===== src/sv/ctcs_pkg.sv =====
// Shared types and constants for the character terminal cell store.
// No dependencies; compile before every other file of the block.
`default_nettype none

package ctcs_pkg;

   // Operation codes carried by a request transfer
   localparam logic [1:0] OP_WRITE = 2'd0;
   localparam logic [1:0] OP_READ  = 2'd1;
   localparam logic [1:0] OP_BLINK = 2'd2;
   localparam logic [1:0] OP_CLEAR = 2'd3;

   // Character codes
   localparam logic [6:0] CODE_MARKER     = 7'h00;
   localparam logic [6:0] CODE_CR         = 7'h0D;
   localparam logic [6:0] CODE_SPACE      = 7'h20;
   localparam logic [6:0] CODE_AT         = 7'h40;
   localparam logic [6:0] CODE_LOWER_A    = 7'h61;
   localparam logic [6:0] CODE_LOWER_Z    = 7'h7A;
   localparam logic [6:0] CODE_LAST_PRINT = 7'h7E;
   localparam logic [6:0] CASE_OFFSET     = 7'd32;

   // Strobes from the controller to the datapath, one per controller step
   typedef struct packed {
      logic load;     // capture the request payload
      logic decode;   // act on the operation, pick the physical row
      logic rowadr;   // form the row base address
      logic fill;     // write one space of a fresh row
      logic put;      // store the glyph and advance the cursor
      logic rdmem;    // read the cell memory
      logic rdval;    // take the read data as the cell value
      logic respond;  // load the response register
   } ctcs_cmd_type;

   // Status from the datapath back to the controller
   typedef struct packed {
      logic [1:0] op;
      logic       is_cr;
      logic       is_print;
      logic       read_mem;   // the read needs the cell memory
      logic       row_valid;  // the selected physical row holds data
      logic       fill_last;  // the fill sweep is at its last column
   } ctcs_status_type;

endpackage

`default_nettype wire


===== src/sv/ctcs_ctrl.sv =====
// Controller state machine of the character terminal cell store.
// Depends on ctcs_pkg (command and status types, operation codes).
`default_nettype none

module ctcs_ctrl (
   input  logic                     clock,
   input  logic                     reset,
   input  logic                     req_valid,
   output logic                     req_ready,
   output logic                     rsp_valid,
   input  logic                     rsp_ready,
   input  ctcs_pkg::ctcs_status_type status_i,
   output ctcs_pkg::ctcs_cmd_type    cmd_o
);
   import ctcs_pkg::*;

   localparam logic [2:0] S_IDLE   = 3'd0;
   localparam logic [2:0] S_DECODE = 3'd1;
   localparam logic [2:0] S_ROWADR = 3'd2;
   localparam logic [2:0] S_FILL   = 3'd3;
   localparam logic [2:0] S_PUT    = 3'd4;
   localparam logic [2:0] S_RDMEM  = 3'd5;
   localparam logic [2:0] S_RDVAL  = 3'd6;
   localparam logic [2:0] S_DONE   = 3'd7;

   logic [2:0] state_ff, state_in;
   logic       rsp_valid_ff, rsp_valid_in;

   always_comb begin
      cmd_o         = '0;
      cmd_o.load    = (state_ff == S_IDLE) && req_valid;
      cmd_o.decode  = (state_ff == S_DECODE);
      cmd_o.rowadr  = (state_ff == S_ROWADR);
      cmd_o.fill    = (state_ff == S_FILL);
      cmd_o.put     = (state_ff == S_PUT);
      cmd_o.rdmem   = (state_ff == S_RDMEM);
      cmd_o.rdval   = (state_ff == S_RDVAL);
      cmd_o.respond = (state_ff == S_DONE) && (!rsp_valid_ff || rsp_ready);
   end

   always_comb begin
      state_in = state_ff;
      case (state_ff)
         S_IDLE: begin
            if (req_valid) state_in = S_DECODE;
         end
         S_DECODE: begin
            if ((status_i.op == OP_WRITE && status_i.is_print) ||
                (status_i.op == OP_READ && status_i.read_mem))
               state_in = S_ROWADR;
            else
               state_in = S_DONE;
         end
         S_ROWADR: begin
            if (status_i.op == OP_READ) state_in = S_RDMEM;
            else if (status_i.row_valid) state_in = S_PUT;
            else state_in = S_FILL;
         end
         S_FILL: begin
            if (status_i.fill_last) state_in = S_PUT;
         end
         S_PUT:   state_in = S_DONE;
         S_RDMEM: state_in = S_RDVAL;
         S_RDVAL: state_in = S_DONE;
         S_DONE: begin
            if (cmd_o.respond) state_in = S_IDLE;
         end
         default: state_in = S_IDLE;
      endcase
   end

   always_comb begin
      rsp_valid_in = rsp_valid_ff;
      if (cmd_o.respond) rsp_valid_in = 1'b1;
      else if (rsp_ready) rsp_valid_in = 1'b0;
   end

   always_ff @(posedge clock) begin
      if (reset) begin
         state_ff     <= S_IDLE;
         rsp_valid_ff <= 1'b0;
      end else begin
         state_ff     <= state_in;
         rsp_valid_ff <= rsp_valid_in;
      end
   end

   assign req_ready = (state_ff == S_IDLE);
   assign rsp_valid = rsp_valid_ff;

   a_cmd_single: assert property (@(posedge clock) disable iff (reset) $onehot0(cmd_o))
      else $error("more than one datapath command at once");
   a_fill_fresh_row: assert property (@(posedge clock) disable iff (reset)
      (state_ff == S_FILL) |-> !status_i.row_valid)
      else $error("fill sweep over a row that already holds data");
   a_rsp_held: assert property (@(posedge clock) disable iff (reset)
      (rsp_valid_ff && !rsp_ready) |=> rsp_valid_ff)
      else $error("response dropped before its transfer");

endmodule

`default_nettype wire


===== config.mk =====
export PLATFORM = sky130hd
export DESIGN_NAME = ctcs_ctrl
export DESIGN_NICKNAME = d
export VERILOG_FILES = /design/src/sv/ctcs_pkg.sv /design/src/sv/ctcs_ctrl.sv
export SDC_FILE = /design/constraint.sdc
export NUM_CORES = 1
export LEC_CHECK = 0
export ABC_AREA = 1
export BUFFER_PORTS_ARGS = -buffer_cell sky130_fd_sc_hd__buf_2
export CAP_MARGIN = 20
export CORE_AREA = 2 2 39 41
export DETAILED_ROUTE_END_ITERATION = 6
export DIE_AREA = 0 0 41 43
export HOLD_SLACK_MARGIN = 0.08
export PLACE_DENSITY = 0.52
export SLEW_MARGIN = 20
export SYNTH_ARGS = -nofsm -noshare
export SYNTH_HDL_FRONTEND = slang
export SYNTH_SLANG_ARGS = --single-unit

===== constraint.sdc =====
create_clock -name clock -period 2.6 [get_ports clock]
set_clock_uncertainty 0.1 [all_clocks]
set_input_delay 0.13 -clock clock [delete_from_list [all_inputs] [get_ports clock]]
set_output_delay 0.13 -clock clock [all_outputs]
set_load 0.02 [all_outputs]

==> run_results.csv <==
group,metric,value,unit
logic_synthesis,synth_top_family_by_area,"simple AND/OR/NAND/NOR gates",
die,coreArea,0.00138,mm^2
cts,cts_root_buffer,"clkbuf_4",
layout,drive_above_1_share,0.446,
cts,clk_latency,0.23,ns
sta,rsz0062_at_grt,"false",
outcome,status,"complete, no violations",
critical_path,crit_path_end_kind,"primary output",
die,dieArea,0.00176,mm^2
logic_synthesis,avgSynthCellArea,5.78,um^2
power,peakVddDrop,513,uV
sta,max_freq,0.672,GHz
logic_synthesis,yosysSeqAreaShare,0.231,
route,antenna_left,0,
critical_path,cp-start-kind,"flip-flop",
logic_synthesis,synth_cells,60,
logic_synthesis,syn_nets,71,
job,maxCapViolations,0,
layout,fill_cells,159,
logic_synthesis,synth_edf_count,0,
sta,setup_violations,0,
layout,n_antenna_cell,0,
logic_synthesis,ys_types,14,
critical_path,slowest_stage,"dfxtp_1",
logic_synthesis,ys_ff_latch,4,
critical_path,r2r_start,"state_ff[2]",
logic_synthesis,synth-xor-area-share,0,
cts,clockBufferDepth,2,
sta,tightest_slew,0.312,ns
global_routing,grt_max_degree,8,
cts,clk_pin_slew,0.04,ns
critical_path,max_stage_delay,0.49,ns
layout,area_delta_synth_final,43.3,%
sta,final.min_clock_period,1.49,ns
critical_path,path_cells,"inv_2, nor2_4, inv_1, nor2_1, buf_2",
sta,finalSetupTns,0,ns
global_routing,grt_pass1_vias,335,
logic_synthesis,muxShareOfSynthArea,0,
placed_design,place_congestion,0.677,
route,via_per_inst,3.94,
die,start_util,0.250,
die,die_h,43,um
critical_path,critPathMaxFanout,7,
global_routing,grt_overflow_total,0,
die,row_count,14,
critical_path,r2r-end,"state_ff[2]",
logic_synthesis,synth-compound-area-share,0.0542,
route,vias,390,
logic_synthesis,synth.top_cells.by_count,"nand2_1, nor2_1, inv_1, nand3_1",
sta,slew_violations,0,
route,drtPass1Iterations,4,
cts,cts_tree,"built",
power,power_per_cell_area,1020,mW/mm^2
logic_synthesis,yosys_warnings,0,
critical_path,cp.arrival,1.26,ns
critical_path,crit_buf_inv,3,
sta,min_period_over_period,0.572,
power,p_total,508,uW
sta,hold_viol,0,
global_routing,antenna_found_initial,0,
placed_design,place_hpwl,645,um
critical_path,r2r_cells,7,
critical_path,r2r_slack,1.33,ns
logic_synthesis,yosysMostFrequentCell,"nand2_1",
power,p_leak,0.000276,uW
logic_synthesis,syn-cell-area,347,um^2
min_path,whs_path_depth,6,
sta,relSlewSlack,0.792,
route,route.detailed.drc,0,
route,drt-wirelength-per-cell,8.01,um
cts,cts_hold_repair.buffers,2,
critical_path,worstPathRequired,2.37,ns
min_path,whs_endpoint,"state_ff[0]",
logic_synthesis,synthAdderAreaFrac,0,
logic_synthesis,yosys.area.top_type,"dfxtp_1",
critical_path,worstSetupPathType,"reg2out",
cts,cts_inserted_buffers,3,
logic_synthesis,synthTopCellsByArea,"dfxtp_1, nand2_1, nor2_1",
min_path,min-delay-start,"status_i[0]",
cts,cts_setup_buffers,0,
die,ioPinCount,21,
route,wirelength,793,um
critical_path,crit_family,"flip-flops",
layout,fin_nets,96,
cts,clkSinkCount,4,
route,drt_iter0_markers,5,
logic_synthesis,yosys.area_share.simple,0.563,
global_routing,grt_pass1_wl,1.25,mm
logic_synthesis,synthArstFlopShare,0,
cts,ctsResizeCount,0,
placed_design,port_buffers,19,
min_path,hold_path_class,"in2reg",
logic_synthesis,yosysTopAreaCellShare,0.231,
cts,h-tree-depth,1,
die,die_x,41,um
logic_synthesis,ys.flop_type,"dfxtp_1",
global_routing,grt_usage,0.107,
[worst register-to-register path, cell delays in order, from the launching register on]
cell     delay, ns
dfxtp_1       0.49
inv_2         0.10
nor2_4        0.12
inv_1         0.07
nand2_1       0.06
nand3_1       0.08
nand2_1       0.07
a21oi_1       0.05
[power by group]
group | leakage, uW | switching (uW) | internal [uW]
Sequential | 0.0000329 | 39.1 | 83.5
Combinational | 0.000230 | 199 | 112
Clock | 0.0000138 | 23.1 | 51.5
[layer usage]
layer | vias up | global-route usage | wire (um)
met4 | 0 | 0.0600 | 0
met1 | 154 | 0.138 | 372
met3 | 0 | 0.0471 | 55
met5 | - | 0 | 0
li1 | 225 | - | -
met2 | 11 | 0.144 | 365
[cell type report]
type	count	area, um^2	share of cell area
clock buffer	3	22.5	0.0453
inverter	12	45.0	0.0907
multi-input combinational	43	214	0.431
sequential	4	80.1	0.161
tap	16	20.0	0.0403
timing repair buffer	21	115	0.232
[state kept, by name, summed over array words and instances, names as in the netlist]
register	flops
state_ff	3
rsp_valid	1
[cells in the final DEF (no fill, tap or decap), drive strengths merged]
| cell type | Yosys | layout |
|---|---|---|
| a21oi | 3 | 3 |
| buf | 1 | 19 |
| clkbuf | 0 | 3 |
| dfxtp | 4 | 4 |
| dlygate4sd3 | 0 | 2 |
| inv | 12 | 12 |
| nand2 | 17 | 17 |
| nand3 | 6 | 6 |
| nand3b | 1 | 1 |
| nor2 | 15 | 15 |
| nor3 | 1 | 1 |
[worst max-delay path by stage]
stage / start / end / slack, ns / cells past startpoint
detailed placement: state_ff[2] / state_ff[2] / 1.32 / 7
finish: state_ff[2] / cmd_o[0] / 1.11 / 5
CTS: state_ff[2] / cmd_o[0] / 1.10 / 5
global placement: state_ff[2] / state_ff[2] / 1.33 / 7
floorplan: state_ff[0] / state_ff[0] / 1.32 / 7
global route: state_ff[2] / cmd_o[0] / 0.98 / 5
[kinds of logic (layout without fill, tap and decap cells)]
family,after synthesis,count (layout)
compound gates,3,3
buf+inv,13,36
flops,4,4
simple gates,40,40
[metrics by stage]
step	hold WS [ns]	util	worst slack (ns)	area, um^2	instances
floorplan	0.0924	-	1.32	347	60
global route	0.211	0.359	0.978	497	99
finish	0.185	0.359	1.11	497	99
detailed placement	0.243	0.328	1.32	454	94
CTS	0.188	0.359	1.10	497	99
global placement	0.241	0.328	1.33	454	94
Power figures use the tool's default switching activity.
